## src/hdl/lmts_pkg.sv

```systemverilog
// Package for the LCD mode timing sequencer: mode codes, dot thresholds,
// line limits and config register indexes. No dependencies.
`default_nettype none

package lmts_pkg;

  typedef enum logic [1:0] {
    MODE_HBLANK = 2'd0,
    MODE_VBLANK = 2'd1,
    MODE_OAM    = 2'd2,
    MODE_XFER   = 2'd3
  } lcd_mode_t;

  typedef enum logic [1:0] {
    REG_LCD_ON       = 2'd0,
    REG_STAT_IRQ_EN  = 2'd1,
    REG_LINE_COMPARE = 2'd2
  } cfg_reg_t;

  localparam int unsigned ACCUM_W = 10;

  localparam logic [ACCUM_W-1:0] DOTS_OAM    = 10'd80;
  localparam logic [ACCUM_W-1:0] DOTS_XFER   = 10'd172;
  localparam logic [ACCUM_W-1:0] DOTS_HBLANK = 10'd204;
  localparam logic [ACCUM_W-1:0] DOTS_LINE   = 10'd456;

  localparam logic [7:0] LAST_VISIBLE = 8'h8F;
  localparam logic [7:0] LAST_LINE    = 8'h8F + 8'd10;

  // stat_irq_enables bit positions
  localparam int unsigned EN_HBLANK  = 0;
  localparam int unsigned EN_VBLANK  = 1;
  localparam int unsigned EN_OAM     = 2;
  localparam int unsigned EN_COMPARE = 3;

endpackage

`default_nettype wire

```

## src/hdl/lcd_mode_timing_sequencer.sv

```systemverilog
// LCD mode timing sequencer: line-clock accumulator, mode/line sequencing,
// coincidence flag and interrupt pulses. Depends on lmts_pkg.
//
//  channel  | handshake            | payload
//  ---------+----------------------+---------------------------------------------
//  in       | in_valid / in_ready  | elapsed_cycles
//  out      | out_valid/ out_ready | mode, line, coincidence, vblank_irq,
//           |                      | stat_irq, render_line
//  cfg      | cfg_we               | cfg_addr, cfg_wdata
//
// One word per cycle while the consumer keeps up; the result is registered and appears in the
// cycle after its input is taken. The add/saturate/compare/subtract on the accumulator is
// the single stage. in_ready is high whenever the output register is empty or being drained,
// so a stalled consumer stalls input only while a result is held.
// Synchronous reset: mode = OAM scan, line 0, accumulator 0, lcd_on = 1.
`default_nettype none

module lcd_mode_timing_sequencer
  import lmts_pkg::*;
(
  input  wire logic       clk,
  input  wire logic       rst,
  input  wire logic       in_valid,
  output logic            in_ready,
  input  wire logic [7:0] elapsed_cycles,
  output logic            out_valid,
  input  wire logic       out_ready,
  output logic [1:0]      mode,
  output logic [7:0]      line,
  output logic            coincidence,
  output logic            vblank_irq,
  output logic            stat_irq,
  output logic            render_line,
  input  wire logic       cfg_we,
  input  wire logic [1:0] cfg_addr,
  input  wire logic [7:0] cfg_wdata
);

  logic         lcd_on;
  logic [3:0]   stat_irq_enables;
  logic [7:0]   line_compare;

  lcd_mode_t        mode_reg, mode_reg_next;
  logic [7:0]       line_count, line_count_next;
  logic [ACCUM_W-1:0] dot_accum, dot_accum_next;
  logic             match_flag, match_flag_next;
  logic             vblank_next, stat_next, render_next;

  logic [ACCUM_W:0]   sum;
  logic [ACCUM_W-1:0] sat;
  logic [ACCUM_W-1:0] thresh;
  logic [ACCUM_W-1:0] remain;
  logic               reached;
  logic [7:0]         line_inc;
  logic               accept;

  assign in_ready = !out_valid || out_ready;
  assign accept   = in_valid && in_ready;

  // config registers
  always_ff @(posedge clk) begin
    if (rst) begin
      lcd_on           <= 1'b1;
      stat_irq_enables <= '0;
      line_compare     <= '0;
    end else if (cfg_we) begin
      unique case (cfg_addr)
        REG_LCD_ON:       lcd_on           <= cfg_wdata[0];
        REG_STAT_IRQ_EN:  stat_irq_enables <= cfg_wdata[3:0];
        REG_LINE_COMPARE: line_compare     <= cfg_wdata;
        default: ;
      endcase
    end
  end

  always_comb begin
    sum      = {1'b0, dot_accum} + {{(ACCUM_W-7){1'b0}}, elapsed_cycles};
    sat      = sum[ACCUM_W] ? {ACCUM_W{1'b1}} : sum[ACCUM_W-1:0];
    unique case (mode_reg)
      MODE_OAM:    thresh = DOTS_OAM;
      MODE_XFER:   thresh = DOTS_XFER;
      MODE_HBLANK: thresh = DOTS_HBLANK;
      default:     thresh = DOTS_LINE;
    endcase
    reached  = (sat >= thresh);
    remain   = sat - thresh;
    line_inc = line_count + 8'd1;
  end

  // one transition at most per word
  always_comb begin
    mode_reg_next   = mode_reg;
    line_count_next = line_count;
    dot_accum_next  = dot_accum;
    match_flag_next = match_flag;
    vblank_next     = 1'b0;
    stat_next       = 1'b0;
    render_next     = 1'b0;
    if (lcd_on) begin
      dot_accum_next = reached ? remain : sat;
      if (reached) begin
        unique case (mode_reg)
          MODE_OAM: begin
            mode_reg_next = MODE_XFER;
          end
          MODE_XFER: begin
            mode_reg_next = MODE_HBLANK;
            render_next   = 1'b1;
            stat_next     = stat_irq_enables[EN_HBLANK];
          end
          MODE_HBLANK: begin
            line_count_next = line_inc;
            match_flag_next = (line_inc == line_compare);
            if (line_count == LAST_VISIBLE) begin
              mode_reg_next = MODE_VBLANK;
              vblank_next   = 1'b1;
              stat_next     = stat_irq_enables[EN_VBLANK];
            end else begin
              mode_reg_next = MODE_OAM;
              stat_next     = stat_irq_enables[EN_OAM];
            end
            if ((line_inc == line_compare) && stat_irq_enables[EN_COMPARE]) begin
              stat_next = 1'b1;
            end
          end
          default: begin
            if (line_count == LAST_LINE) begin
              line_count_next = '0;
              mode_reg_next   = MODE_OAM;
              stat_next       = stat_irq_enables[EN_OAM];
            end else begin
              line_count_next = line_inc;
            end
          end
        endcase
      end
    end
  end

  always_ff @(posedge clk) begin
    if (rst) begin
      mode_reg   <= MODE_OAM;
      line_count <= '0;
      dot_accum  <= '0;
      match_flag <= 1'b0;
    end else if (accept) begin
      mode_reg   <= mode_reg_next;
      line_count <= line_count_next;
      dot_accum  <= dot_accum_next;
      match_flag <= match_flag_next;
    end
  end

  always_ff @(posedge clk) begin
    if (rst) begin
      out_valid <= 1'b0;
    end else if (accept) begin
      out_valid <= 1'b1;
    end else if (out_ready) begin
      out_valid <= 1'b0;
    end
  end

  // result word
  always_ff @(posedge clk) begin
    if (accept) begin
      mode        <= mode_reg_next;
      line        <= line_count_next;
      coincidence <= match_flag_next;
      vblank_irq  <= vblank_next;
      stat_irq    <= stat_next;
      render_line <= render_next;
    end
  end

endmodule

`default_nettype wire

```

## config.mk

```make
export PLATFORM = sky130hd
export DESIGN_NAME = lcd_mode_timing_sequencer
export DESIGN_NICKNAME = d
export VERILOG_FILES = /design/src/hdl/lmts_pkg.sv /design/src/hdl/lcd_mode_timing_sequencer.sv
export SDC_FILE = /design/constraint.sdc
export NUM_CORES = 1
export LEC_CHECK = 0
export ABC_AREA = 1
export ABC_CLOCK_PERIOD_IN_PS = 9720
export BUFFER_PORTS_ARGS = -buffer_cell sky130_fd_sc_hd__buf_2
export CORE_MARGIN = 5
export CORE_UTILIZATION = 54
export CTS_CLUSTER_SIZE = 28
export DETAILED_ROUTE_END_ITERATION = 7
export GPL_TIMING_DRIVEN = 0
export PLACE_DENSITY = 0.75
export RECOVER_POWER = 25
export SETUP_SLACK_MARGIN = 0.3
export SYNTH_ARGS = -nofsm -noshare
export SYNTH_HDL_FRONTEND = slang
export SYNTH_SLANG_ARGS = --single-unit
```

## constraint.sdc

```tcl
create_clock -name clk -period 9.72 [get_ports clk]
set_input_delay 1.944 -clock clk [delete_from_list [all_inputs] [get_ports clk]]
set_output_delay 1.944 -clock clk [all_outputs]
set_load 0.01 [all_outputs]
```

# Word-level counts from Yosys, hierarchy flattened
# Cells that the tools add are included.
# classes
addsub	3
n_lt_le_gt_ge	1
n_eq_ne	7
n_mux	23
reduce_logical	14
# op_table
cell	count
$pmux W9 S3	1
$mux W8	3
$mux W10	2
$eq A8 B8 Y1 const B	2
$pmux W8 S2	1
$add A10 B8 Y11	1
$ge A10 B10 Y1	1
$mux W1	10
$reduce_and A2 Y1	5
$sub A10 B10 Y10	1
$add A8 B1 Y8 const B	1
$eq A8 B8 Y1	1
$mux W2	4
$eq A2 B2 Y1 const B	3
$pmux W2 S3	1
$logic_not A2 Y1	2
$pmux W1 S3	1
$reduce_and A3 Y1	1
$eq A2 B1 Y1 const B	1
$logic_and A1 B1 Y1	2
$reduce_bool A2 Y1	1
$reduce_or A2 Y1	1
$logic_not A1 Y1	1
$logic_or A1 B1 Y1	1
# word_totals
reg_bits	49

# Depth between registers and ports, before layout
# Gate-level depths: netlist of the first run.
# logic_depth
ltp_word	5
mapped_depth	27
ltp_nobuf	27

# Least setup slack after synthesis of the first run
# OpenSTA, ideal clock, no wires.
# synth_timing
kind	input to register
start	input port elapsed_cycles[0]
end	register mode[1], data pin
t_arrival_ns	4.711
t_required_ns	9.465
slack_ns	4.755
stages	25
n_path_buf	1
path_cell_list	ha_1 -> inv_1 -> fa_1 -> inv_1 -> nand2_1 -> nand2_1 -> nand3_1 -> nand2_2 -> nand2_4 -> inv_1 -> a21oi_1 -> ha_1 -> fa_1 -> inv_1 -> nand3_1 -> nand2_1 -> nand2_1 -> nand2_1 -> a21oi_1 -> nand2_1 -> nand2_2 -> nand2_4 -> buf_6 -> nand4_1 -> and2_1
# synth_between
elab_chain_len	5
# synth_rtl
element	line	source
from (decl)	lcd_mode_timing_sequencer.sv:25	input wire logic [7:0] elapsed_cycles,
$add A10 B8 Y11	lcd_mode_timing_sequencer.sv:77	sum = {1'b0, dot_accum} + {{(ACCUM_W-7){1'b0}}, elapsed_cycles};
$mux W10	lcd_mode_timing_sequencer.sv:78	sat = sum[ACCUM_W] ? {ACCUM_W{1'b1}} : sum[ACCUM_W-1:0];
$ge A10 B10 Y1	lcd_mode_timing_sequencer.sv:85	reached = (sat >= thresh);
$mux W2	lcd_mode_timing_sequencer.sv:101	if (reached) begin
$mux W2	lcd_mode_timing_sequencer.sv:99	if (lcd_on) begin
net mode_reg_next[1]	lcd_mode_timing_sequencer.sv:43	lcd_mode_t mode_reg, mode_reg_next;
to (signal assigned)	lcd_mode_timing_sequencer.sv:167	mode <= mode_reg_next;
to (decl)	lcd_mode_timing_sequencer.sv:28	output logic [1:0] mode,
# The timed path passes the listed nets, and every way through them passes these cells.
# A chain may end at the register's enable or synchronous reset.

# Worst setup path after layout of the first run
# Same ends and word-level chain as after synthesis.

==> run_summary.xml, run 1 <==
<?xml version="1.0" encoding="UTF-8"?>
<metrics>
  <group name="pwr">
    <metric name="ir_worst_vdd" unit="mV">0.157</metric>
    <metric name="static-leakage-power" unit="nW">1.93</metric>
    <metric name="power.density" unit="mW/mm²">325</metric>
  </group>
  <group name="logic_synthesis">
    <metric name="netlist.area_leader.share" unit="">0.200</metric>
    <metric name="post_synth_and_or_nand_nor_area_fraction" unit="">0.308</metric>
    <metric name="synthesis.yosys.warnings" unit="">0</metric>
    <metric name="synth_top_family_by_area" unit="">simple AND/OR/NAND/NOR gates</metric>
    <metric name="synth.mux.area_fraction" unit="">0</metric>
    <metric name="asr_flop_ratio_synth" unit="">0</metric>
    <metric name="ys_top_cells_by_area" unit="">sky130_fd_sc_hd__dfxtp_1 20%, sky130_fd_sc_hd__nand2_1 13%, sky130_fd_sc_hd__edfxtp_1 12%</metric>
    <metric name="portion_of_the_post_synthesis_area_used_by_sequential_elements" unit="">0.320</metric>
    <metric name="postSynthRegisterBits" unit="">49</metric>
    <metric name="ys_types" unit="">36</metric>
    <metric name="most_common_flop_cell_mapped_by_yosys" unit="">sky130_fd_sc_hd__dfxtp_1</metric>
    <metric name="yosysMostFrequentCell" unit="">sky130_fd_sc_hd__nand2_1</metric>
    <metric name="synthesis.instances" unit="">501</metric>
    <metric name="netlist.top_cell.by_area" unit="">sky130_fd_sc_hd__dfxtp_1</metric>
    <metric name="synth-compound-area-share" unit="">0.149</metric>
    <metric name="synth_top_cells_by_count" unit="">120 x sky130_fd_sc_hd__nand2_1, 79 x sky130_fd_sc_hd__inv_1, 42 x sky130_fd_sc_hd__nand3_1</metric>
    <metric name="yosys.area_share.xor_xnor" unit="">0.0275</metric>
    <metric name="synth_fa_ha_area_frac" unit="">0.0899</metric>
    <metric name="synth.cell_area" unit="mm²">0.00351</metric>
    <metric name="syn_nets" unit="">548</metric>
    <metric name="synth-edff-count" unit="">14</metric>
    <metric name="synthesis.area_per_instance" unit="µm²">7.00</metric>
  </group>
  <group name="timing">
    <metric name="maxSlewViolCount" unit="">0</metric>
    <metric name="worstMarginPinSlew" unit="ps">683</metric>
    <metric name="timing_hold_violations_final" unit="">0</metric>
    <metric name="maxClockFrequency" unit="MHz">194</metric>
    <metric name="setup_tns" unit="ps">0</metric>
    <metric name="layout_min_cycle_time" unit="ps">5160</metric>
    <metric name="post-route-period-util" unit="">0.531</metric>
    <metric name="setup_viol" unit="">0</metric>
    <metric name="timing.max_slew.rel_slack" unit="">0.542</metric>
    <metric name="rsz0062_at_grt" unit="">false</metric>
    <metric name="fin_worst_skew" unit="ps">6.00</metric>
    <metric name="final.hold.worst_slack" unit="ps">477</metric>
  </group>
  <group name="critical_path">
    <metric name="capture_point_of_the_worst_path" unit="">mode[1]</metric>
    <metric name="start_kind" unit="">input port</metric>
    <metric name="reg2regPathDepth" unit="">25</metric>
    <metric name="critPathCaptureType" unit="">register</metric>
    <metric name="cp-startpoint" unit="">elapsed_cycles[0]</metric>
    <metric name="crit_type" unit="">input port to register</metric>
    <metric name="cp_data_required_time" unit="ps">9790</metric>
    <metric name="worstReg2RegEnd" unit="">mode[1]</metric>
    <metric name="r2r_slack" unit="ps">5920</metric>
    <metric name="worstReg2RegStart" unit="">dot_accum[0]</metric>
    <metric name="arrival" unit="ps">5230</metric>
    <metric name="worst-path-max-fanout" unit="">10</metric>
  </group>
  <group name="job">
    <metric name="timing.max_cap.violations" unit="">0</metric>
  </group>
  <group name="detailed_routing">
    <metric name="vias" unit="">3276</metric>
    <metric name="drtAntennaViolNets" unit="">0</metric>
    <metric name="avgRoutedWirePerCell" unit="µm">13.0</metric>
    <metric name="detail_route.first_pass.iterations" unit="">5</metric>
    <metric name="detail_route.drc_violations" unit="">0</metric>
    <metric name="first_iter_violations" unit="">289</metric>
    <metric name="wl" unit="µm">8130</metric>
    <metric name="detail_route.vias_per_cell" unit="">5.25</metric>
  </group>
  <group name="worst_hold_path">
    <metric name="min_path_type" unit="">register to register</metric>
    <metric name="min-delay-start" unit="">line_compare[0]</metric>
  </group>
  <group name="die">
    <metric name="initial_utilization" unit="">0.552</metric>
    <metric name="die_area" unit="mm²">0.00820</metric>
    <metric name="die_width" unit="µm">90.6</metric>
    <metric name="die_h" unit="µm">90.6</metric>
    <metric name="design.core.area" unit="mm²">0.00635</metric>
    <metric name="floorplan.io_pins" unit="">39</metric>
    <metric name="core.rowCount" unit="">29</metric>
  </group>
  <group name="clock_tree">
    <metric name="cts_made_buffers" unit="">5</metric>
    <metric name="htreeDepth" unit="">2</metric>
    <metric name="post_cts_hold_buffer_count" unit="">0</metric>
    <metric name="cts_tree" unit="">built</metric>
    <metric name="cts.sink_count" unit="">49</metric>
    <metric name="cts_root_buffer" unit="">sky130_fd_sc_hd__clkbuf_8</metric>
    <metric name="clock_path_buffers" unit="">2</metric>
    <metric name="post_cts.repair.setup_buffers" unit="">0</metric>
    <metric name="cts.repair.resized" unit="">0</metric>
    <metric name="clk_pin_slew" unit="ps">100</metric>
    <metric name="clock_latency" unit="ps">310</metric>
  </group>
  <group name="final_layout">
    <metric name="antenna_cells" unit="">0</metric>
    <metric name="max_ffs_per_register" unit="">10</metric>
    <metric name="final_layout_size_suffix_gt1_frac" unit="">0.133</metric>
    <metric name="layout.filler_cells" unit="">616</metric>
    <metric name="largest_register_by_flop_count" unit="">dot_accum</metric>
    <metric name="nets" unit="">593</metric>
    <metric name="final_cell_count_no_fill" unit="">624</metric>
    <metric name="syn_to_final_growth" unit="%">10.5</metric>
  </group>
  <group name="global_route">
    <metric name="grt_first_pass_wirelength" unit="µm">14100</metric>
    <metric name="grt_pass1_vias" unit="">3018</metric>
    <metric name="global_route.overflow_total" unit="">0</metric>
    <metric name="initial_antenna_violation_count" unit="">0</metric>
    <metric name="grt.total_usage" unit="">0.204</metric>
    <metric name="grt_start_max_net_pins" unit="">24</metric>
  </group>
  <group name="placed_design">
    <metric name="half_perimeter_wire_length_of_the_detailed_placement_result" unit="µm">6490</metric>
    <metric name="port_buffers" unit="">38</metric>
    <metric name="cell_total_after_placement" unit="">616</metric>
    <metric name="finalWeightedCongestion" unit="">0.929</metric>
  </group>
  <group name="run_status">
    <metric name="run_status" unit="">complete, no violations</metric>
  </group>
</metrics>
==> metrics by stage <==
stage | total power, mW | cell area [µm²] | setup WS, ps | utilization
final | 1.26 | 3870 | 4560 | 0.610
after CTS | 1.26 | 3890 | 4570 | 0.612
after global placement | 1.11 | 3790 | 4290 | 0.597
after detailed placement | 1.13 | 3790 | 4250 | 0.597
after global routing | 1.39 | 3870 | 4220 | 0.610
after floorplan | 0.947 | 3510 | 4750 | -
==> placed cells by master, fill, tap and decap left out, types with 2 or more instances in the layout <==
cell / n
sky130_fd_sc_hd__a21oi_1: 36
sky130_fd_sc_hd__nor2_1: 36
sky130_fd_sc_hd__edfxtp_1: 14
sky130_fd_sc_hd__o21a_1: 2
sky130_fd_sc_hd__o21ai_0: 31
sky130_fd_sc_hd__buf_2: 31
sky130_fd_sc_hd__xnor2_1: 3
sky130_fd_sc_hd__clkinvlp_4: 2
sky130_fd_sc_hd__nor3_1: 3
sky130_fd_sc_hd__ha_1: 22
sky130_fd_sc_hd__fa_1: 2
sky130_fd_sc_hd__nand2_2: 3
sky130_fd_sc_hd__dfxtp_1: 35
sky130_fd_sc_hd__nand3_2: 9
sky130_fd_sc_hd__nand2_4: 2
sky130_fd_sc_hd__or2_2: 4
sky130_fd_sc_hd__clkbuf_8: 5
sky130_fd_sc_hd__buf_6: 2
sky130_fd_sc_hd__o22ai_1: 6
sky130_fd_sc_hd__xor2_1: 8
sky130_fd_sc_hd__a21oi_2: 9
sky130_fd_sc_hd__o211ai_1: 3
sky130_fd_sc_hd__nand3_1: 42
sky130_fd_sc_hd__a31oi_1: 2
sky130_fd_sc_hd__nand2_1: 120
sky130_fd_sc_hd__and2_1: 2
sky130_fd_sc_hd__nand4_1: 6
sky130_fd_sc_hd__clkbuf_1: 18
sky130_fd_sc_hd__inv_1: 79
==> cell families (layout without fill, tap and decap cells) <==
family | Yosys count | in the layout
xor gates and xnor gates | 11 | 11
AOI/OAI and AO/OA | 92 | 92
buffers and inverters | 93 | 139
DFF | 49 | 49
adders and majority gates | 24 | 24
and+or+nand+nor | 232 | 232
==> metal layers <==
metal  up-vias  wire length (µm)  GRT usage
met5         -                 0          0
met4         0                65     0.0409
met3         6               646     0.0367
met2       111              3370      0.309
met1      1442              4050      0.304
li1       1717                 -          -
==> worst max-delay path: stages <==
cell and delay (ps):
sky130_fd_sc_hd__buf_2 80, sky130_fd_sc_hd__ha_1 200, sky130_fd_sc_hd__inv_1 70, sky130_fd_sc_hd__fa_1 360, sky130_fd_sc_hd__inv_1 70, sky130_fd_sc_hd__nand2_1 80, sky130_fd_sc_hd__nand2_1 80, sky130_fd_sc_hd__nand3_1 80
sky130_fd_sc_hd__nand2_2 120, sky130_fd_sc_hd__nand2_4 90, sky130_fd_sc_hd__inv_1 130, sky130_fd_sc_hd__a21oi_1 90, sky130_fd_sc_hd__ha_1 220, sky130_fd_sc_hd__fa_1 360, sky130_fd_sc_hd__inv_1 90, sky130_fd_sc_hd__nand3_1 60
sky130_fd_sc_hd__nand2_1 100, sky130_fd_sc_hd__nand2_1 60, sky130_fd_sc_hd__nand2_1 70, sky130_fd_sc_hd__a21oi_1 90, sky130_fd_sc_hd__nand2_1 90, sky130_fd_sc_hd__nand2_2 90, sky130_fd_sc_hd__nand2_4 130, sky130_fd_sc_hd__buf_6 170
sky130_fd_sc_hd__nand4_1 120, sky130_fd_sc_hd__and2_1 190
==> area by class of cell <==
type | instances | area (µm²) | area share
multi-input combinational | 359 | 2010 | 0.520
sequential | 49 | 1120 | 0.290
inverter | 80 | 300 | 0.0775
timing repair buffer | 38 | 175 | 0.0452
tap | 77 | 96.3 | 0.0249
buffer | 13 | 70.1 | 0.0181
clock buffer | 5 | 68.8 | 0.0178
clock inverter | 3 | 26.3 | 0.00679
==> power breakdown <==
part / leakage, nW / switching, mW / total (mW) / internal, mW
clock: 0.0423 / 0.0751 / 0.128 / 0.0524
combinational: 1.46 / 0.515 / 0.812 / 0.297
sequential: 0.427 / 0.0357 / 0.318 / 0.282
==> worst min-delay path by stage <==
stage	end	slack (ps)	depth (start not counted)
2_1_floorplan	line_compare[1]	440	2
3_3_place_gp	line_compare[1]	460	2
3_5_place_dp	line_compare[0]	460	2
4_1_cts	line_compare[0]	480	2
5_1_grt	line_compare[2]	510	2
6_report	line_compare[0]	480	2
No activity file was read; power rests on OpenSTA's default activity.
==> inputs of run 2 (changes only) <==
--- a/config.mk
+++ b/config.mk
@@ -5,15 +5,15 @@
 export SDC_FILE = /design/constraint.sdc
 export NUM_CORES = 1
 export LEC_CHECK = 0
-export ABC_AREA = 1
-export ABC_CLOCK_PERIOD_IN_PS = 9720
+export ABC_AREA = 0
+export ABC_CLOCK_PERIOD_IN_PS = 5100
 export BUFFER_PORTS_ARGS = -buffer_cell sky130_fd_sc_hd__buf_2
 export CORE_MARGIN = 5
 export CORE_UTILIZATION = 54
 export CTS_CLUSTER_SIZE = 28
 export DETAILED_ROUTE_END_ITERATION = 7
 export GPL_TIMING_DRIVEN = 0
-export PLACE_DENSITY = 0.75
+export PLACE_DENSITY = 0.76
 export RECOVER_POWER = 25
 export SETUP_SLACK_MARGIN = 0.3
 export SYNTH_ARGS = -nofsm -noshare
==> constraint.sdc (replaced) <==
create_clock -name clk -period 5.1 [get_ports clk]
set_input_delay 1.02 -clock clk [delete_from_list [all_inputs] [get_ports clk]]
set_output_delay 1.02 -clock clk [all_outputs]
set_load 0.01 [all_outputs]
==> run 2 against run 1 <==
Against the previous run: non-clock buffer count is 2 higher; cell area decreased by 6.1%; cell count decreased by 19%; total power grew 66%; via count decreased by 5.8%; die area decreased by 6.3%; global-route usage is 2.1 points higher; critical path depth down 8; highest routed layer unchanged; flip-flop and latch count unchanged; synthesized area decreased by 7.0%; synthesized cell count down 23%; sequential power grew 55%.
==> run_summary.xml, run 2 <==
<?xml version="1.0" encoding="UTF-8"?>
<metrics>
  <group name="logic_synthesis">
    <metric name="syn_nets" unit="">434</metric>
    <metric name="most_common_flop_cell_mapped_by_yosys" unit="">sky130_fd_sc_hd__dfxtp_1</metric>
    <metric name="synthesis.yosys.warnings" unit="">0</metric>
    <metric name="ys_types" unit="">54</metric>
    <metric name="synthesis.area_per_instance" unit="µm²">8.42</metric>
    <metric name="netlist.top_cell.by_area" unit="">sky130_fd_sc_hd__dfxtp_1</metric>
    <metric name="ys_top_cells_by_area" unit="">sky130_fd_sc_hd__dfxtp_1 21%, sky130_fd_sc_hd__edfxtp_1 13%, sky130_fd_sc_hd__ha_1 8.4%</metric>
    <metric name="postSynthRegisterBits" unit="">49</metric>
    <metric name="synthesis.instances" unit="">387</metric>
    <metric name="synth.cell_area" unit="mm²">0.00326</metric>
    <metric name="synth_top_cells_by_count" unit="">38 x sky130_fd_sc_hd__nor2_1, 35 x sky130_fd_sc_hd__dfxtp_1, 34 x sky130_fd_sc_hd__nand2_1</metric>
    <metric name="portion_of_the_post_synthesis_area_used_by_sequential_elements" unit="">0.344</metric>
    <metric name="asr_flop_ratio_synth" unit="">0</metric>
    <metric name="netlist.area_leader.share" unit="">0.215</metric>
    <metric name="yosysMostFrequentCell" unit="">sky130_fd_sc_hd__nor2_1</metric>
    <metric name="synth-edff-count" unit="">14</metric>
  </group>
  <group name="detailed_routing">
    <metric name="detail_route.first_pass.iterations" unit="">5</metric>
    <metric name="detail_route.vias_per_cell" unit="">6.08</metric>
    <metric name="drtAntennaViolNets" unit="">0</metric>
    <metric name="avgRoutedWirePerCell" unit="µm">16.1</metric>
    <metric name="first_iter_violations" unit="">334</metric>
    <metric name="detail_route.drc_violations" unit="">0</metric>
    <metric name="vias" unit="">3087</metric>
    <metric name="wl" unit="µm">8190</metric>
  </group>
  <group name="critical_path">
    <metric name="worstReg2RegStart" unit="">dot_accum[0]</metric>
    <metric name="start_kind" unit="">input port</metric>
    <metric name="critPathCaptureType" unit="">register</metric>
    <metric name="crit_type" unit="">input port to register</metric>
    <metric name="arrival" unit="ps">4700</metric>
    <metric name="cp-startpoint" unit="">elapsed_cycles[0]</metric>
    <metric name="worst-path-max-fanout" unit="">10</metric>
    <metric name="cp_data_required_time" unit="ps">5180</metric>
    <metric name="r2r_slack" unit="ps">910</metric>
  </group>
  <group name="global_route">
    <metric name="grt_first_pass_wirelength" unit="µm">13900</metric>
    <metric name="grt_pass1_vias" unit="">2944</metric>
    <metric name="grt.total_usage" unit="">0.225</metric>
    <metric name="grt_start_max_net_pins" unit="">17</metric>
    <metric name="global_route.overflow_total" unit="">0</metric>
    <metric name="initial_antenna_violation_count" unit="">0</metric>
  </group>
  <group name="clock_tree">
    <metric name="clock_latency" unit="ps">310</metric>
    <metric name="clock_path_buffers" unit="">2</metric>
    <metric name="htreeDepth" unit="">2</metric>
    <metric name="cts_tree" unit="">built</metric>
    <metric name="cts.sink_count" unit="">49</metric>
    <metric name="cts_root_buffer" unit="">sky130_fd_sc_hd__clkbuf_8</metric>
    <metric name="cts_made_buffers" unit="">5</metric>
    <metric name="clk_pin_slew" unit="ps">90</metric>
    <metric name="post_cts.repair.setup_buffers" unit="">0</metric>
    <metric name="post_cts_hold_buffer_count" unit="">0</metric>
  </group>
  <group name="pwr">
    <metric name="power.density" unit="mW/mm²">572</metric>
    <metric name="comb_power_share" unit="">0.649</metric>
    <metric name="total_switching_power" unit="mW">1.01</metric>
    <metric name="ir_worst_vdd" unit="mV">0.404</metric>
    <metric name="intPower" unit="mW">1.07</metric>
    <metric name="clock_power_share" unit="">0.114</metric>
    <metric name="seq_power_share" unit="">0.237</metric>
    <metric name="static-leakage-power" unit="nW">1.58</metric>
    <metric name="netSwitchingFraction" unit="">0.485</metric>
  </group>
  <group name="placed_design">
    <metric name="port_buffers" unit="">38</metric>
    <metric name="pre_cts_ws" unit="ps">-90.7</metric>
    <metric name="half_perimeter_wire_length_of_the_detailed_placement_result" unit="µm">6260</metric>
    <metric name="cell_total_after_placement" unit="">500</metric>
    <metric name="postPlaceCellArea" unit="mm²">0.00354</metric>
    <metric name="finalWeightedCongestion" unit="">0.920</metric>
  </group>
  <group name="timing">
    <metric name="maxClockFrequency" unit="MHz">217</metric>
    <metric name="worstMarginPinSlew" unit="ps">1210</metric>
    <metric name="rsz0062_at_grt" unit="">false</metric>
    <metric name="setup_viol" unit="">0</metric>
    <metric name="timing.max_slew.rel_slack" unit="">0.185</metric>
    <metric name="postLayoutSetupSlackWorst" unit="ps">481</metric>
    <metric name="timing_hold_violations_final" unit="">0</metric>
    <metric name="fin_worst_skew" unit="ps">4.63</metric>
    <metric name="layout_min_cycle_time" unit="ps">4620</metric>
    <metric name="maxSlewViolCount" unit="">0</metric>
    <metric name="post-route-period-util" unit="">0.906</metric>
  </group>
  <group name="final_layout">
    <metric name="design_area" unit="mm²">0.00364</metric>
    <metric name="antenna_cells" unit="">0</metric>
    <metric name="largest_register_by_flop_count" unit="">dot_accum</metric>
    <metric name="layout.filler_cells" unit="">555</metric>
    <metric name="final_layout_size_suffix_gt1_frac" unit="">0.106</metric>
    <metric name="mostFrequentLayoutCell" unit="">sky130_fd_sc_hd__nor2_1</metric>
    <metric name="final_cell_count_no_fill" unit="">508</metric>
    <metric name="syn_to_final_growth" unit="%">11.6</metric>
    <metric name="nets" unit="">479</metric>
    <metric name="top_library_cells_by_usage_in_the_layout_fill_and_taps_aside" unit="">38 x sky130_fd_sc_hd__nor2_1, 35 x sky130_fd_sc_hd__dfxtp_1, 34 x sky130_fd_sc_hd__nand2_1</metric>
    <metric name="max_ffs_per_register" unit="">10</metric>
    <metric name="fin_util" unit="">0.618</metric>
  </group>
  <group name="die">
    <metric name="design.core.area" unit="mm²">0.00589</metric>
    <metric name="core.rowCount" unit="">28</metric>
    <metric name="die_width" unit="µm">87.7</metric>
    <metric name="initial_utilization" unit="">0.554</metric>
    <metric name="die_h" unit="µm">87.7</metric>
    <metric name="die_area" unit="mm²">0.00769</metric>
    <metric name="floorplan.io_pins" unit="">39</metric>
  </group>
  <group name="worst_hold_path">
    <metric name="min_path_type" unit="">register to register</metric>
    <metric name="min-delay-start" unit="">match_flag</metric>
  </group>
  <group name="run_status">
    <metric name="run_status" unit="">complete, no violations</metric>
  </group>
  <group name="job">
    <metric name="timing.max_cap.violations" unit="">0</metric>
  </group>
</metrics>
## run 2: final cells by class
cell class	count	area (µm²)	area share
Multi-Input combinational cell	295	1990	0.548
Timing Repair Buffer	38	169	0.0465
Buffer	15	62.6	0.0172
Clock inverter	3	22.5	0.00619
Inverter	28	105	0.0289
Clock buffer	5	68.8	0.0189
Tap cell	75	93.8	0.0258
Sequential cell	49	1120	0.308
## run 2: repair_timing
| action | 4_1_cts | 5_1_grt |
|---|---|---|
| cloned | 0 | 0 |
| gates resized for setup | 1 | 5 |
| endpoints found under the setup margin | 3 | 7 |
| hold endpoints to repair | 0 | 0 |
## run 2: kinds of logic after synthesis
family / share of synthesized area
buf+inv: 0.0511
simple gates: 0.210
compound gates: 0.206
fa+ha+maj: 0.0967
mux: 0.0464
xor+xnor: 0.0457
flops: 0.344
## run 2: routing by layer
metal | global-route usage | share of wire
met4 | 0.0404 | 0.0078
met5 | 0 | 0
met3 | 0.0499 | 0.082
met1 | 0.321 | 0.47
met2 | 0.355 | 0.44
## run 2: final timing paths
path,endpoint,cells past startpoint
hold reg to reg,match_flag,2
setup reg to reg,stat_irq,17
setup / recovery,stat_irq,18
hold / removal,match_flag,2
## run 2: stage by stage
| step | power [mW] | setup TNS (ps) | hold WS, ps |
|---|---|---|---|
| 2_1_floorplan | 1.50 | 0 | 450 |
| 3_3_place_gp | 1.77 | -31.3 | 459 |
| 3_5_place_dp | 1.80 | -236 | 466 |
| 4_1_cts | 2.05 | 0 | 479 |
| 5_1_grt | 2.25 | 0 | 527 |
| 6_report | 2.08 | 0 | 478 |
## run 2: power groups by stage
stage	Sequential (mW)	Clock [mW]	Combinational, mW
after CTS	0.493	0.238	1.32
after global routing	0.499	0.253	1.50
after floorplan	0.500	0	1.00
after detailed placement	0.502	0	1.30
after global placement	0.500	0	1.27
final	0.494	0.236	1.35
## run 2: worst max-delay path, stage by stage
cell and delay, ps:
sky130_fd_sc_hd__buf_2 80, sky130_fd_sc_hd__ha_1 150, sky130_fd_sc_hd__inv_1 60, sky130_fd_sc_hd__fa_1 380, sky130_fd_sc_hd__nand2b_1 230, sky130_fd_sc_hd__a21oi_4 220
sky130_fd_sc_hd__o21a_1 240, sky130_fd_sc_hd__a21oi_1 90, sky130_fd_sc_hd__ha_1 230, sky130_fd_sc_hd__fa_1 380, sky130_fd_sc_hd__nand2b_1 200, sky130_fd_sc_hd__a21oi_1 230
sky130_fd_sc_hd__o31a_1 200, sky130_fd_sc_hd__a211oi_2 80, sky130_fd_sc_hd__o21ai_2 160, sky130_fd_sc_hd__buf_2 280, sky130_fd_sc_hd__nand2_1 130, sky130_fd_sc_hd__a2111oi_2 330
==> inputs of run 3 (changes only) <==
==> constraint.sdc (replaced) <==
create_clock -name clk -period 5.1 [get_ports clk]
set_input_delay 0.51 -clock clk [delete_from_list [all_inputs] [get_ports clk]]
set_output_delay 0.51 -clock clk [all_outputs]
set_load 0.01 [all_outputs]
==> run 3 against run 2 <==
Against the previous run: register-to-register slack got worse by 270 ps; combinational power barely moved; critical path depth fell by 2; core utilization fell by 0.30 points; largest cell class unchanged.
==> run_summary.xml, run 3 (same netlist as run 2, synthesis figures left out) <==
<?xml version="1.0" encoding="UTF-8"?>
<metrics>
  <group name="worst_hold_path">
    <metric name="min_path_type" unit="">input port to register</metric>
  </group>
  <group name="run_status">
    <metric name="run_status" unit="">complete, no violations</metric>
  </group>
  <group name="clock_tree">
    <metric name="clock_latency" unit="ps">310</metric>
    <metric name="cts.repair.resized" unit="">0</metric>
    <metric name="cts_tree" unit="">built</metric>
    <metric name="cts.sink_count" unit="">49</metric>
    <metric name="htreeDepth" unit="">2</metric>
    <metric name="post_cts.repair.setup_buffers" unit="">0</metric>
    <metric name="clk_pin_slew" unit="ps">100</metric>
    <metric name="cts_root_buffer" unit="">sky130_fd_sc_hd__clkbuf_8</metric>
    <metric name="cts_made_buffers" unit="">5</metric>
    <metric name="post_cts_hold_buffer_count" unit="">0</metric>
    <metric name="clock_path_buffers" unit="">2</metric>
  </group>
  <group name="critical_path">
    <metric name="cp_data_required_time" unit="ps">5160</metric>
    <metric name="critical-path-max-stage-delay" unit="ps">470</metric>
    <metric name="critical_path.slowest_cell" unit="">sky130_fd_sc_hd__a221o_1</metric>
    <metric name="crit_type" unit="">register to register</metric>
    <metric name="arrival" unit="ps">4520</metric>
    <metric name="start_kind" unit="">register</metric>
    <metric name="critPathCaptureType" unit="">register</metric>
    <metric name="path_common_cell" unit="">sky130_fd_sc_hd__a21oi_1</metric>
    <metric name="worst-path-max-fanout" unit="">8</metric>
    <metric name="crit_chain" unit="">ha_1 &gt; inv_1 &gt; fa_1 &gt; nand2b_1 &gt; a21oi_1 &gt; o21a_1 &gt; a21oi_1 &gt; ha_1 &gt; fa_1 &gt; nand2b_1 &gt; a21oi_1 &gt; o31a_1 &gt; a211oi_2 &gt; o21ai_2 &gt; nand3_1 &gt; a221o_1</metric>
  </group>
  <group name="final_layout">
    <metric name="max_ffs_per_register" unit="">10</metric>
    <metric name="largest_register_by_flop_count" unit="">dot_accum</metric>
    <metric name="design_area" unit="mm²">0.00362</metric>
    <metric name="antenna_cells" unit="">0</metric>
    <metric name="layout.filler_cells" unit="">555</metric>
    <metric name="nets" unit="">479</metric>
    <metric name="top_library_cells_by_usage_in_the_layout_fill_and_taps_aside" unit="">38 x sky130_fd_sc_hd__nor2_1, 35 x sky130_fd_sc_hd__dfxtp_1, 34 x sky130_fd_sc_hd__nand2_1</metric>
    <metric name="mostFrequentLayoutCell" unit="">sky130_fd_sc_hd__nor2_1</metric>
    <metric name="multi_input_area" unit="mm²">0.00198</metric>
    <metric name="final_layout_size_suffix_gt1_frac" unit="">0.0993</metric>
    <metric name="syn_to_final_growth" unit="%">11.0</metric>
    <metric name="register_area" unit="mm²">0.00112</metric>
  </group>
  <group name="pwr">
    <metric name="ir_worst_vdd" unit="mV">0.399</metric>
    <metric name="power.density" unit="mW/mm²">572</metric>
    <metric name="clock_power_share" unit="">0.115</metric>
    <metric name="comb_power_share" unit="">0.646</metric>
    <metric name="total_switching_power" unit="mW">1.00</metric>
    <metric name="netSwitchingFraction" unit="">0.485</metric>
    <metric name="seq_power_share" unit="">0.239</metric>
    <metric name="intPower" unit="mW">1.07</metric>
    <metric name="static-leakage-power" unit="nW">1.58</metric>
  </group>
  <group name="timing">
    <metric name="setup_viol" unit="">0</metric>
    <metric name="setup_tns" unit="ps">0</metric>
    <metric name="post-route-period-util" unit="">0.874</metric>
    <metric name="worstMarginPinSlew" unit="ps">1260</metric>
    <metric name="timing_hold_violations_final" unit="">0</metric>
    <metric name="maxSlewViolCount" unit="">0</metric>
    <metric name="maxClockFrequency" unit="MHz">224</metric>
    <metric name="layout_min_cycle_time" unit="ps">4460</metric>
    <metric name="fin_worst_skew" unit="ps">5.71</metric>
    <metric name="rsz0062_at_grt" unit="">false</metric>
    <metric name="timing.max_slew.rel_slack" unit="">0.153</metric>
  </group>
  <group name="global_route">
    <metric name="grt_start_max_net_pins" unit="">17</metric>
    <metric name="grt_pass1_vias" unit="">2938</metric>
    <metric name="grt_first_pass_wirelength" unit="µm">13900</metric>
    <metric name="global_route.overflow_total" unit="">0</metric>
    <metric name="initial_antenna_violation_count" unit="">0</metric>
    <metric name="grt.total_usage" unit="">0.225</metric>
  </group>
  <group name="placed_design">
    <metric name="postPlaceCellArea" unit="mm²">0.00354</metric>
    <metric name="half_perimeter_wire_length_of_the_detailed_placement_result" unit="µm">6260</metric>
    <metric name="finalWeightedCongestion" unit="">0.920</metric>
    <metric name="port_buffers" unit="">38</metric>
  </group>
  <group name="die">
    <metric name="die_area" unit="mm²">0.00769</metric>
    <metric name="design.core.area" unit="mm²">0.00589</metric>
    <metric name="die_h" unit="µm">87.7</metric>
    <metric name="core.rowCount" unit="">28</metric>
    <metric name="die_width" unit="µm">87.7</metric>
    <metric name="floorplan.io_pins" unit="">39</metric>
    <metric name="initial_utilization" unit="">0.554</metric>
  </group>
  <group name="detailed_routing">
    <metric name="detail_route.vias_per_cell" unit="">6.04</metric>
    <metric name="detail_route.first_pass.iterations" unit="">5</metric>
    <metric name="avgRoutedWirePerCell" unit="µm">16.0</metric>
    <metric name="wl" unit="µm">8140</metric>
    <metric name="drtAntennaViolNets" unit="">0</metric>
    <metric name="first_iter_violations" unit="">406</metric>
    <metric name="vias" unit="">3066</metric>
    <metric name="detail_route.drc_violations" unit="">0</metric>
  </group>
  <group name="job">
    <metric name="timing.max_cap.violations" unit="">0</metric>
  </group>
</metrics>
==> run 3: cell types whose count changed in the layout (fill, tap and decap cells not counted) <==
| cell | before | now |
|---|---|---|
| sky130_fd_sc_hd__clkbuf_1 | 27 | 28 |
| sky130_fd_sc_hd__a21oi_4 | 1 | 0 |
| sky130_fd_sc_hd__nand3_1 | 17 | 18 |
| sky130_fd_sc_hd__clkbuf_2 | 1 | 0 |
| sky130_fd_sc_hd__a21oi_1 | 21 | 22 |
| sky130_fd_sc_hd__nand3_2 | 1 | 0 |
==> run 3: worst max-delay path, delay by kind of cell, from the launching register on <==
family | cells | cell delay, ps
flip-flops | 1 | 360
AND/OR/NAND/NOR | 3 | 730
AO/OA/AOI/OAI | 8 | 1900
buffers and inverters | 1 | 60
adder cells (fa/ha/maj) | 4 | 1150
==> run 3: per-layer routing <==
layer | up-vias | global-route usage | share of wire
met5 | - | 0 | 0
met4 | 0 | 0.0404 | 0.0080
met3 | 11 | 0.0499 | 0.085
met2 | 118 | 0.355 | 0.44
met1 | 1438 | 0.319 | 0.47
li1 | 1499 | - | -
==> run 3: final timing paths <==
| path | from | to | slack, ps | cells after the start |
|---|---|---|---|---|
| setup / recovery | dot_accum[0] | line[7] | 640 | 16 |
| hold / removal | cfg_wdata[7] | line_compare[7] | 430 | 3 |
| setup reg to reg | dot_accum[0] | line[7] | 640 | 16 |
| hold reg to reg | match_flag | match_flag | 480 | 2 |
==> run 3: layout make-up <==
| class | count | area share |
|---|---|---|
| clock inverter | 3 | 0.00622 |
| buffer | 15 | 0.0169 |
| tap | 75 | 0.0259 |
| timing repair buffer | 38 | 0.0467 |
| clock buffer | 5 | 0.0190 |
| multi-input combinational | 295 | 0.546 |
| sequential | 49 | 0.310 |
| inverter | 28 | 0.0290 |
==> run 3: per-stage QoR <==
step | power [mW] | utilization | std cells | setup slack, ps | hold slack (ps)
6_report | 2.07 | 0.615 | 508 | 643 | 428
5_1_grt | 2.24 | 0.615 | 508 | 435 | 456
4_1_cts | 2.04 | 0.618 | 508 | 648 | 433
3_5_place_dp | 1.80 | 0.602 | 500 | 419 | 466
3_3_place_gp | 1.77 | 0.602 | 500 | 479 | 459
2_1_floorplan | 1.50 | - | 387 | 1220 | 450
==> run 3: power groups by stage <==
stage	Clock (mW)	Combinational, mW	Sequential, mW
after global placement	0	1.27	0.500
after detailed placement	0	1.30	0.502
after global routing	0.253	1.48	0.499
after floorplan	0	1.00	0.500
after CTS	0.238	1.31	0.493
final	0.238	1.34	0.493
